**src/sv/bfa_pkg.sv**
```systemverilog
`timescale 1ns / 1ps
package bfa_pkg;

  localparam int MAX_FRAMES  = 65536;
  localparam int WORD_BITS   = 32;
  localparam int FRAME_BYTES = 4096;

  localparam int NUM_WORDS   = (MAX_FRAMES + WORD_BITS - 1) / WORD_BITS;
  localparam int WORD_AW     = $clog2(NUM_WORDS);
  localparam int WCNT_W      = $clog2(NUM_WORDS + 1);
  localparam int BIT_W       = $clog2(WORD_BITS);
  localparam int IDX_W       = WORD_AW + BIT_W;
  localparam int FRAME_SHIFT = $clog2(FRAME_BYTES);

  localparam int ADDR_W      = 32;
  localparam int LIMIT_W     = 17;
  localparam int COUNT_W     = 17;
  localparam int STATUS_W    = 2;

  localparam logic [STATUS_W-1:0] STATUS_OK       = 2'd0;
  localparam logic [STATUS_W-1:0] STATUS_NO_FRAME = 2'd1;
  localparam logic [STATUS_W-1:0] STATUS_BAD_ADDR = 2'd2;

  localparam logic OP_ALLOC = 1'b0;
  localparam logic OP_FREE  = 1'b1;

  localparam logic REG_BASE  = 1'b0;
  localparam logic REG_LIMIT = 1'b1;

  typedef struct packed {
    logic                 full;
    logic [BIT_W-1:0]     bit_idx;
    logic [WORD_BITS-1:0] onehot;
  } scan_t;

endpackage

```
**src/sv/bfa_word_scan.sv**
```systemverilog
`timescale 1ns / 1ps
module bfa_word_scan (
  input  logic [bfa_pkg::WORD_BITS-1:0] word_i,
  output bfa_pkg::scan_t                scan_o
);
  import bfa_pkg::*;

  logic [WORD_BITS-1:0] onehot;
  logic [BIT_W-1:0]     bit_idx;

  // adding one ripples through the trailing ones and lands on the lowest clear bit
  assign onehot = ~word_i & (word_i + WORD_BITS'(1));

  always_comb begin
    bit_idx = '0;
    for (int i = 0; i < WORD_BITS; i++) begin
      if (onehot[i]) begin
        bit_idx = bit_idx | BIT_W'(i);
      end
    end
  end

  assign scan_o.full    = &word_i;
  assign scan_o.bit_idx = bit_idx;
  assign scan_o.onehot  = onehot;

endmodule

```
**config.mk**
```make
export PLATFORM = sky130hd
export DESIGN_NAME = bfa_word_scan
export DESIGN_NICKNAME = d
export VERILOG_FILES = /design/src/sv/bfa_pkg.sv /design/src/sv/bfa_word_scan.sv
export SDC_FILE = /design/constraint.sdc
export NUM_CORES = 1
export LEC_CHECK = 0
export ABC_AREA = 1
export CAP_MARGIN = 25
export CELL_PAD_IN_SITES_DETAIL_PLACEMENT = 1
export CELL_PAD_IN_SITES_GLOBAL_PLACEMENT = 1
export CORE_MARGIN = 1
export CORE_UTILIZATION = 30
export DETAILED_ROUTE_END_ITERATION = 12
export DONT_BUFFER_PORTS = 1
export PLACE_DENSITY_LB_ADDON = 0.1
export RECOVER_POWER = 100
export SYNTH_ARGS = -nofsm -noshare
export SYNTH_HDL_FRONTEND = slang
export SYNTH_SLANG_ARGS = --single-unit
```
**constraint.sdc**
```tcl
create_clock -name vclk -period 1.3
set_input_delay 0.26 -clock vclk [all_inputs]
set_output_delay 0.26 -clock vclk [all_outputs]
set_load 0.02 [all_outputs]
```
Word-level counts from Yosys, hierarchy flattened

Index checks and enable logic that the tools add are counted.

Register bits after elaboration: 0
Input port bits: 32
Output and inout bits: 38
Logic and storage cells: 35

Add/subtract/negate cells: 1
Muxes and demuxes: 31
Bitwise logic cells: 2
Reduce and logical (&&, ||, !) cells: 1

Operators with widths:

| cell                                          | count |
|---|---|
| two-way mux 5 bit                             | 16 |
| adder 32 x 1 -> 32 bit, second input constant | 1 |
| AND 32 bit                                    | 1 |
| two-way mux 4 bit                             | 8 |
| inverter 32 bit                               | 1 |
| AND reduction 32 bit                          | 1 |
| two-way mux 3 bit                             | 4 |
| two-way mux 2 bit                             | 2 |
| two-way mux 1 bit                             | 1 |

Logic depth before layout (Yosys ltp)

Depth after elaboration: 33
Depth in mapped cells: 10
Depth with buffers taken out: 10

Worst setup path before layout

OpenSTA, ideal clock, no wires.

Path type: input port to output port
Start point: in word_i[1] (netlist bit)
End point: out scan_o[33] (netlist bit)
Arrival time: 1.463 ns
Data required time: 1.040 ns
Path slack: -0.423 ns
Stages on the path: 8
Buffers on the path: 0
Path through: nand2_4 > nor2_8 > nand2_4 > nor3_1 > nor2_1 > nand3_1 > nor2_1 > nand3_1

RTL lines:

| what               | line               | source |
|---|---|---|
| start: declaration | bfa_word_scan.sv:3 | `input logic [bfa_pkg::WORD_BITS-1:0] word_i,` |
| end: declaration   | bfa_word_scan.sv:4 | `output bfa_pkg::scan_t scan_o` |

==> flow_metrics.tcl <==
set metrics [dict create \
    core_sq_um 3690 \
    postRouteAntennaNets 0 \
    grt-ovfl-total 0 \
    total_power_w 0.000238 \
    vias 1735 \
    leakagePower_nw 1.25 \
    viasPerCell 5.03 \
    gp_congestion 0.842 \
    rsz0062_at_grt "yes" \
    finish.utilization_pct 59.0 \
    grt_pass1_wl_mm 8.19 \
    synth_top_cell_by_area "inv_1" \
    start_util_pct 31.7 \
    period_share_pct 119 \
    crit_path_start_kind "input pin" \
    setup_ws_ns -0.244 \
    synth_area_sq_um 1170 \
    nets 331 \
    grt_usage_pct 24.7 \
    mostFrequentLayoutCells "inv_1, nand2_1, buf_4" \
    hold_class "in2out" \
    yosys-top-cells-area "inv_1, nand2_1, nor2_1" \
    drt_iter0_drc 50 \
    hold_buffers 0 \
    outcome "finished with violations" \
    fmax_ghz 0.647 \
    critPathKind "in2out" \
    min_period_ns 1.54 \
    avgSynthCellArea_sq_um 4.76 \
    required_ns 1.04 \
    final_layout_size_suffix_gt1_share_pct 58.6 \
    clock_buffers 0 \
    finalHoldViolCount 0 \
    n_fill_cell 496 \
    routedWlPerCell_um 16.0 \
    die_w_um 64.4 \
    timing.final.setup_violations 23 \
    grt_pass1_vias 1799 \
    drv_cap 0 \
    multiInputGateArea_sq_um 1380 \
    violations "negative setup slack" \
    cp.arrival_ns 1.28 \
    dieArea_sq_um 4150 \
    ios 70 \
    seq_cell_count 0 \
    tns_ns -1.99 \
    rows 22 \
    drt_pre_antenna_iters 4 \
    postPlaceCellArea_sq_um 1680 \
    final_common_cell "inv_1" \
    area.sequential_sq_um 0 \
    cellPowerDensity_nw_per_um2 109 \
    portBuffers 0 \
    synth_cells 246 \
    drv_slew 0 \
    grt_max_degree 8 \
    die_y_um 64.4 \
    pre_cts_slack_ns -0.263 \
    yosysSeqAreaShare_pct 0 \
    worstMarginPinSlew_ns 0.417 \
    finalWirelength_mm 5.51 \
    syn-num-nets 278 \
    hpwlAfterDp_mm 4.05 \
    antenna_cells 0 \
    cp-end-kind "primary output" \
    grt_antenna_before_repair 0 \
    min_path_cells 1 \
    drcViolationCount 0 \
    final_area_sq_um 2180 \
    yosys_warnings 0 \
    syn_to_final_growth_pct 86.0 \
    cp_max_fo 7 \
    slew_headroom_pct 72.1 \
    yosysUniqueCellTypes 18 \
    synth_top_cell_area_share_pct 20.5 \
    ir_drop_mv 0.0944 \
]
[timing repair]
item / in CTS / in global routing
setup endpoints to repair: 26 / 27
buffers inserted: 7 / 6
gates cloned: 0 / 0
hold endpoints to repair: 0 / 0
pin swaps: 36 / 41
gates resized for setup: 97 / 55
[synth_stat cells, drive strengths merged]
library cell / number
o21ai: 2
nand3: 29
nor2: 60
and2: 2
nand3b: 1
nor3: 10
inv: 65
a21oi: 1
nand4: 8
nand2: 68
[critical path, cell delays in order]
cell,delay (ns)
nand2_4,0.06
nor2_4,0.12
nand2_2,0.11
nor2_8,0.23
nand3_4,0.14
nand2_2,0.09
inv_1,0.04
nand2_1,0.07
nor2_2,0.05
nand2_2,0.12
[kinds of logic after synthesis]
kind of cell	after synthesis	share of synthesized area, %
buf+inv	65	20.9
simple gates	178	77.9
compound gates	3	1.28
[layout make-up]
type,instances,share of cell area [%]
inverters,65,13.9
multi-input cells,181,63.5
repair buffers,51,19.8
well taps,48,2.76
[through the flow]
step                      hold slack (ns)  instances
after floorplan                     0.556        246
after global placement              0.603        337
after detailed placement            0.602        337
after CTS                           0.602        344
after global routing                0.615        345
final                               0.611        345
[worst paths after layout]
path,start,end,slack [ns]
min,word_i[2],scan_o[2],0.61
max,word_i[5],scan_o[36],-0.24
[per-layer routing]
layer,up-vias,GRT usage [%],routed length (um)
met5,-,0,0
met2,63,49.9,3170
met1,810,27.5,1960
li1,852,-,-
met4,0,3.06,116
met3,10,3.17,269
[where the power goes]
group	total, W	internal, W	switching (W)	leakage, nW
Combinational	0.000238	0.0000885	0.000149	1.25
Sequential	0	0	0	0
Clock	0	0	0	0
No activity file was read; power rests on OpenSTA's default activity.
